==> config.mk <==
export PLATFORM = sky130hd
export DESIGN_NAME = mvsm_queue
export DESIGN_NICKNAME = d
export VERILOG_FILES = /design/src/mvsm_pkg.sv /design/src/mvsm_queue.sv
export SDC_FILE = /design/constraint.sdc
export NUM_CORES = 1
export LEC_CHECK = 0
export BUFFER_PORTS_ARGS = -buffer_cell sky130_fd_sc_hd__buf_2
export CAP_MARGIN = 20
export CORE_UTILIZATION = 52
export DETAILED_ROUTE_END_ITERATION = 7
export GPL_ROUTABILITY_DRIVEN = 0
export GPL_TIMING_DRIVEN = 0
export PLACE_DENSITY_LB_ADDON = 0.08
export SETUP_SLACK_MARGIN = 0.15
export SLEW_MARGIN = 30
export SYNTH_ARGS = -nofsm -noshare
export SYNTH_HDL_FRONTEND = slang
export SYNTH_SLANG_ARGS = --single-unit
==> constraint.sdc <==
create_clock -name clk -period 11.1 [get_ports clk]
set_input_delay 1.11 -clock clk [delete_from_list [all_inputs] [get_ports clk]]
set_output_delay 1.11 -clock clk [all_outputs]
set_load 0.1 [all_outputs]
==> src/mvsm_pkg.sv <==
// shared types, codes and defaults for the multi-voice sample mixer
package mvsm_pkg;

  localparam int VOICE_COUNT_DEF  = 16;
  localparam int SOUND_COUNT_DEF  = 16;
  localparam int SAMPLE_DEPTH_DEF = 65536;
  localparam int SAMPLE_BITS_DEF  = 16;

  localparam logic [2:0] ACT_LOAD   = 3'd0;
  localparam logic [2:0] ACT_PLAIN  = 3'd1;
  localparam logic [2:0] ACT_LOOPED = 3'd2;
  localparam logic [2:0] ACT_PLAY   = 3'd3;
  localparam logic [2:0] ACT_UPDATE = 3'd4;
  localparam logic [2:0] ACT_STOP   = 3'd5;
  localparam logic [2:0] ACT_TICK   = 3'd6;

  localparam logic REG_SOUND_VOLUME = 1'b0;
  localparam logic REG_MUSIC_VOLUME = 1'b1;

  localparam logic [15:0] UNITY = 16'h8000;

  typedef struct packed {
    logic [2:0]         action;
    logic [3:0]         voice;
    logic [3:0]         sound_id;
    logic [15:0]        address;
    logic signed [15:0] sample_value;
    logic signed [15:0] music_right;
    logic [16:0]        length;
    logic [15:0]        loop_begin;
    logic [16:0]        loop_finish;
    logic [15:0]        gain;
    logic signed [15:0] balance;
    logic [23:0]        step;
  } cmd_t;

  typedef struct packed {
    logic signed [15:0] left_out;
    logic signed [15:0] right_out;
    logic [15:0]        active_voices;
  } result_t;

  typedef enum logic [2:0] {
    K_LOAD,
    K_DEFINE,
    K_PLAY,
    K_UPDATE,
    K_STOP,
    K_TICK
  } kind_t;

  typedef struct packed {
    kind_t kind;
    cmd_t  cmd;
  } job_t;

endpackage

==> src/mvsm_queue.sv <==
// two-entry job queue between intake and execution
module mvsm_queue (
  input  logic           clk,
  input  logic           rst,
  input  logic           push,
  input  mvsm_pkg::job_t push_job,
  input  logic           pop,
  output logic           full,
  output logic           not_empty,
  output mvsm_pkg::job_t head
);
  import mvsm_pkg::*;

  localparam int DEPTH = 2;
  localparam int PW    = $clog2(DEPTH);
  localparam int CW    = $clog2(DEPTH + 1);

  job_t          slot [DEPTH];
  logic [PW-1:0] wr_ptr;
  logic [PW-1:0] rd_ptr;
  logic [CW-1:0] count;

  always_ff @(posedge clk) begin
    if (rst) begin
      wr_ptr <= '0;
      rd_ptr <= '0;
      count  <= '0;
    end else begin
      if (push) wr_ptr <= wr_ptr + PW'(1);
      if (pop) rd_ptr <= rd_ptr + PW'(1);
      count <= count + CW'(push) - CW'(pop);
    end
  end

  always_ff @(posedge clk) begin
    if (push) slot[wr_ptr] <= push_job;
  end

  assign full      = count == CW'(DEPTH);
  assign not_empty = count != '0;
  assign head      = slot[rd_ptr];

endmodule

==> impl_metrics.py, run 1 <==
metrics = {
    "setup_path": {
        "slowest_stage": "dfxtp_1",
        "crit_type": "reg2out",
        "crit_top_cell": "buf_6",
        "startpoint_type": "flop",
        "endpoint_kind": "output pin",
        "cp_cell_sequence": "buf_6 -> buf_6 -> buf_6 -> mux2_4 -> buf_2",
        "worstPathMaxFanout": 10,
        "cp_slowest_stage_delay_ps": 320,
        "required_ps": 9990,
        "r2r_start": "wr_ptr",
        "cp.arrival_ps": 2010,
    },
    "global_route": {
        "antenna_found_initial": 10,
        "grt_overflow": 0,
        "grt_max_degree": 50,
        "gr-usage-all-layers": 0.197,
        "grt_pass1_wl_mm": 37.6,
        "grt_pass1_vias": 6836,
    },
    "routing": {
        "drc": 0,
        "vias_per_cell": 4.97,
        "first_pass_iters": 4,
        "drtIter0Drc": 261,
        "drt-total-wl_mm": 25.0,
        "wl_per_cell_microns": 19.5,
        "ant_nets": 0,
        "via_count": 6366,
    },
    "sta": {
        "period_minus_slack_ps": 3120,
        "post-route-period-util": 0.281,
        "tightestPinTransition_ps": 646,
        "hold_violations": 0,
        "finClkSkew_ps": 10.8,
        "drv_slew": 0,
        "setup_violations": 0,
        "max-slew-margin-rel": 0.570,
        "rsz0062_at_grt": "no",
        "timing.final.ws_setup_ps": 7980,
        "fmax_ghz": 0.320,
    },
    "logic_synthesis": {
        "yosysWarnings": 0,
        "yosys.cell_count.top_type": "edfxtp_1",
        "synthCells": 544,
        "seq_area_frac_synth": 0.798,
        "syn_area_per_cell_sq_um": 23.5,
        "syn-num-nets": 718,
        "synth_seq_cells": 341,
        "synth_common_cells": "336 x edfxtp_1, 101 x mux2_4, 67 x mux2_2, 15 x buf_6, 5 x dfxtp_1",
        "yosysTopAreaCell": "edfxtp_1",
        "yosysTopAreaCellShare": 0.790,
        "syn-cell-area_sq_um": 12800,
        "synth_edf_count": 336,
        "ys_async_sr_fraction": 0,
        "synth-main-ff-cell": "edfxtp_1",
        "ys_types": 14,
        "yosys-top-cells-area": "edfxtp_1 79%, mux2_4 12%, mux2_2 5.9%",
    },
    "hold_path": {
        "hold_path_class": "reg2reg",
        "min_from": "rd_ptr",
    },
    "clock_tree": {
        "cts.sinks": 341,
        "cts.repair.resized": 0,
        "clkTransAtPathRegs_ps": 60,
        "clockBufferDepth": 3,
        "clk_latency_ps": 500,
        "hold_buffers": 0,
        "cts_max_level": 2,
        "cts_tree": "yes",
        "cts_buffers": 35,
        "clockRootBuffer": "clkbuf_16",
        "post_cts_buffers": 0,
    },
    "die": {
        "die_area_sq_um": 25200,
        "ioPinCount": 342,
        "die_h_microns": 159,
        "start_util": 0.538,
        "die_w_microns": 159,
        "fp.coreArea_sq_um": 23800,
        "rows": 56,
    },
    "placed_design": {
        "dp.cells": 1215,
        "port_buffers": 341,
        "pre_cts_slack_ps": 8300,
        "place.detailed.hpwl_mm": 18.0,
    },
    "pwr": {
        "ir_drop_mv": 0.159,
        "power_leakage_uw": 0.00639,
        "p_per_area_nw_per_um2": 214,
        "total_power_uw": 3490,
    },
    "finish": {
        "final_cells": 1282,
        "syn_to_final_growth_pct": 27.7,
        "nNetsFinal": 1107,
        "final_util": 0.686,
        "drive_above_1_share": 0.614,
        "final.fill_count": 1604,
    },
    "run_status": {
        "status": "finished, final reports clean",
    },
    "job": {
        "cap_violations": 0,
    },
}
[flip-flops by register name, indices dropped and copies added, names as in the netlist, named ones only]
| register | count |
|---|---|
| count | 2 |
| rd_ptr | 1 |
| slot | 336 |
| wr_ptr | 1 |
[path summary, 6_finish.rpt]
kind	to	slack (ps)	depth (start not counted)
min	rd_ptr	540	2
max reg2reg	slot[1][92]	9120	3
min reg2reg	rd_ptr	540	2
max	head[49]	7980	5
[where the power goes]
group	switching [uW]	internal [uW]	total, uW
registers	19.5	1500	1520
clock network	444	673	1120
logic	656	191	847
total	1120	2370	3490
[stage by stage]
stage | setup TNS (ps) | hold WS (ps) | instance area, sq um
3_5_place_dp | 0 | 536 | 15200
2_1_floorplan | 0 | 480 | 12800
3_3_place_gp | -275080 | 498 | 14900
6_report | 0 | 544 | 16300
4_1_cts | 0 | 549 | 16300
5_1_grt | 0 | 614 | 16300
[routing by layer]
| metal | wire (microns) | vias up | GRT usage |
|---|---|---|---|
| met5 | 23 | - | 0 |
| met4 | 625 | 4 | 0.0711 |
| met3 | 2310 | 46 | 0.0737 |
| met2 | 13100 | 249 | 0.352 |
| met1 | 8950 | 3101 | 0.212 |
| li1 | - | 2966 | - |
[final cells by class]
type,instances,area [sq um],area share
clock inverter,18,158,0.00967
sequential,341,10200,0.625
clock buffer,42,945,0.0580
timing repair buffer,352,2000,0.123
multi-input combinational,182,2390,0.147
tap,319,399,0.0245
antenna,7,17.5,0.00107
inverter,2,7.51,0.000461
buffer,19,189,0.0116
[cell usage in the layout, fill, tap and decap left out, types with 5 or more instances in the layout]
cell type    n
diode_2      7
clkbuf_1     5
buf_16      10
clkinv_1    10
mux2_2      67
edfxtp_1   336
dfxtp_1      5
clkbuf_16   37
mux2_4     101
buf_6       15
buf_2      345
[worst max-delay path: cells and delay by family (launching register included)]
kind / cells / cell delay [ps]
multiplexers: 1 / 310
buffers and inverters: 4 / 850
flip-flops: 1 / 320
[cell families (layout without fill, tap and decap cells)]
kind of cell / count (synthesis) / after routing / synth area share
adder cells (fa/ha/maj): 2 / 2 / 0.00196
flip-flops: 341 / 341 / 0.798
XOR/XNOR: 3 / 3 / 0.00314
multiplexers: 168 / 168 / 0.178
other: 0 / 7 / 0
buffers and inverters: 21 / 433 / 0.0154
AND/OR/NAND/NOR: 9 / 9 / 0.00363
(Power assumes the default switching activity.)
==> run 2: changes to the inputs <==
--- a/config.mk
+++ b/config.mk
@@ -5,6 +5,7 @@
 export SDC_FILE = /design/constraint.sdc
 export NUM_CORES = 1
 export LEC_CHECK = 0
+export ABC_AREA = 1
 export BUFFER_PORTS_ARGS = -buffer_cell sky130_fd_sc_hd__buf_2
 export CAP_MARGIN = 20
 export CORE_UTILIZATION = 52
==> constraint.sdc (replaced) <==
create_clock -name clk -period 3.1 [get_ports clk]
set_input_delay 0.31 -clock clk [delete_from_list [all_inputs] [get_ports clk]]
set_output_delay 0.31 -clock clk [all_outputs]
set_load 0.1 [all_outputs]
==> run 2 against run 1 <==
  * First-iteration DRC count increased by 53%
  * Total power increased to 3.5 times the previous value
  * Clock power increased to 3.4 times the previous value
  * Wire length increased by 8.8%
  * Via count increased by 12%
  * Sequential cell count unchanged
  * Non-clock buffer count increased by 171
  * Clock skew about the same
==> impl_metrics.py, run 2 <==
metrics = {
    "logic_synthesis": {
        "seq_area_frac_synth": 0.798,
        "yosysTopAreaCell": "edfxtp_1",
        "syn-cell-area_sq_um": 12800,
        "yosysWarnings": 0,
        "syn_area_per_cell_sq_um": 23.1,
        "yosysTopAreaCellShare": 0.790,
        "synth_seq_cells": 341,
        "ys_async_sr_fraction": 0,
        "yosys-top-cells-area": "edfxtp_1 79%, mux2_4 12%, mux2_2 5.9%",
        "synth_common_cells": "336 x edfxtp_1, 101 x mux2_4, 67 x mux2_2, 15 x buf_6, 8 x inv_1",
        "syn-num-nets": 728,
        "synth_edf_count": 336,
        "synth-main-ff-cell": "edfxtp_1",
        "synthCells": 554,
        "ys_types": 14,
        "yosys.cell_count.top_type": "edfxtp_1",
    },
    "die": {
        "die_w_microns": 159,
        "rows": 56,
        "fp.coreArea_sq_um": 23800,
        "ioPinCount": 342,
        "die_area_sq_um": 25200,
        "start_util": 0.538,
        "die_h_microns": 159,
    },
    "finish": {
        "largest_register_ffs": 336,
        "regMostFlops": "slot",
        "layout_commonest_cell": "buf_2",
        "drive_above_1_share": 0.523,
        "top_regs": "slot (336), count (2)",
        "final_util": 0.758,
        "nNetsFinal": 1289,
        "final.fill_count": 1385,
        "final_cell_mix": "345 x buf_2, 336 x edfxtp_1, 166 x dlygate4sd3_1",
        "syn_to_final_growth_pct": 40.9,
        "final_cells": 1453,
    },
    "clock_tree": {
        "clkTransAtPathRegs_ps": 60,
        "post_cts_buffers": 0,
        "cts_max_level": 2,
        "clk_latency_ps": 500,
        "clockBufferDepth": 3,
        "cts.sinks": 341,
        "cts_buffers": 36,
        "cts_tree": "yes",
        "clockRootBuffer": "clkbuf_16",
    },
    "placed_design": {
        "dp.cells": 1230,
        "pre_cts_slack_ps": 1200,
        "port_buffers": 341,
        "place.detailed.hpwl_mm": 17.7,
    },
    "setup_path": {
        "crit_top_cell": "buf_6",
        "slowest_stage": "dfxtp_1",
        "cp_cell_sequence": "buf_6 -> buf_6 -> buf_6 -> mux2_4 -> buf_2",
        "startpoint_type": "flop",
        "worstPathMaxFanout": 10,
        "required_ps": 2790,
        "cp.arrival_ps": 1990,
        "path_buf_inv": 4,
        "cp_slowest_stage_delay_ps": 320,
        "regToRegSetupSlack_ps": 1470,
        "endpoint_kind": "output pin",
        "critPathTopFamily": "buffers and inverters",
        "crit_type": "reg2out",
    },
    "routing": {
        "drtIter0Drc": 400,
        "first_pass_iters": 4,
        "drc": 0,
        "wl_per_cell_microns": 18.7,
        "drt-total-wl_mm": 27.2,
        "vias_per_cell": 4.90,
        "via_count": 7121,
        "ant_nets": 0,
    },
    "sta": {
        "tightestPinTransition_ps": 534,
        "timing.final.ws_setup_ps": 801,
        "fmax_ghz": 0.435,
        "setup_violations": 0,
        "hold_violations": 0,
        "drv_slew": 0,
        "period_minus_slack_ps": 2300,
        "post-route-period-util": 0.742,
        "finClkSkew_ps": 10.6,
        "rsz0062_at_grt": "no",
        "max-slew-margin-rel": 0.646,
    },
    "run_status": {
        "status": "finished, final reports clean",
    },
    "global_route": {
        "antenna_found_initial": 2,
        "gr-usage-all-layers": 0.216,
        "grt_overflow": 0,
        "grt_max_degree": 32,
        "grt_pass1_wl_mm": 42.0,
        "grt_pass1_vias": 7854,
    },
    "job": {
        "cap_violations": 0,
    },
    "hold_path": {
        "hold_path_class": "in2reg",
    },
    "pwr": {
        "ir_drop_mv": 0.574,
        "power_leakage_uw": 0.00711,
        "p_per_area_nw_per_um2": 681,
    },
}
-- run 2: changes by cell type after synthesis --
cell,change
inv_1,+6
nand2_1,+5
nor2_1,+3
nor2b_1,-3
a21oi_1,+1
and2_1,-1
nand3_1,+1
nor3_1,+1
or2_2,-1
xnor2_1,-1
xnor3_1,-1
-- run 2: routing by layer --
| metal | GRT usage | vias up | wire length [microns] |
|---|---|---|---|
| met5 | 0 | - | 10 |
| met4 | 0.0896 | 2 | 916 |
| met3 | 0.0609 | 66 | 1870 |
| met2 | 0.385 | 272 | 14200 |
| met1 | 0.242 | 3472 | 10200 |
| li1 | - | 3309 | - |
-- run 2: cell type report --
type / count / area (sq um) / area share
clock buffer: 46 / 960 / 0.0533
tap: 319 / 399 / 0.0222
antenna: 1 / 2.50 / 0.000139
inverter: 8 / 46.3 / 0.00257
multi-input combinational: 186 / 2370 / 0.132
sequential: 341 / 10200 / 0.566
buffer: 19 / 189 / 0.0105
timing repair buffer: 523 / 3770 / 0.209
clock inverter: 10 / 73.8 / 0.00410
-- run 2: final timing paths --
check	endpoint	start	cells past startpoint
max	head[94]	flop	5
min	slot[0][20]	push_job[20]	1
max reg2reg	slot[0][147]	wr_ptr	4
min reg2reg	flop	rd_ptr	2
-- run 2: repair_timing --
action,in CTS,in global routing
gates resized for setup,0,0
hold buffers,166,0
endpoints found under the hold margin,329,0
-- run 2: power breakdown --
part	switching (uW)	internal, uW	leakage (uW)
clock	1590	2250	0.000505
combinational	2240	786	0.00341
sequential	60.8	5340	0.00320
-- run 2: logic make-up after synthesis --
group	synth area share
and+or+nand+nor	0.00431
DFF	0.798
muxes	0.178
AOI/OAI and AO/OA	0.000391
adders and majority gates	0.00196
xor gates and xnor gates	0.000686
buffers and inverters	0.0171
-- run 2: metrics by stage --
stage,instance area (sq um),hold slack [ps],setup TNS (ps),total power [uW]
6_report,18000,22.0,0,12300
5_1_grt,18000,5.44,0,12600
4_1_cts,18000,0.797,0,12300
3_5_place_dp,15300,501,0,8350
3_3_place_gp,14900,497,-527250,8260
2_1_floorplan,12800,381,-52880,7830
-- run 2: worst register-to-register path, delay by kind of cell (launching register included) --
| kind | cells | cell delay (ps) |
|---|---|---|
| buf+inv | 3 | 590 |
| simple gates | 1 | 400 |
| flops | 1 | 340 |
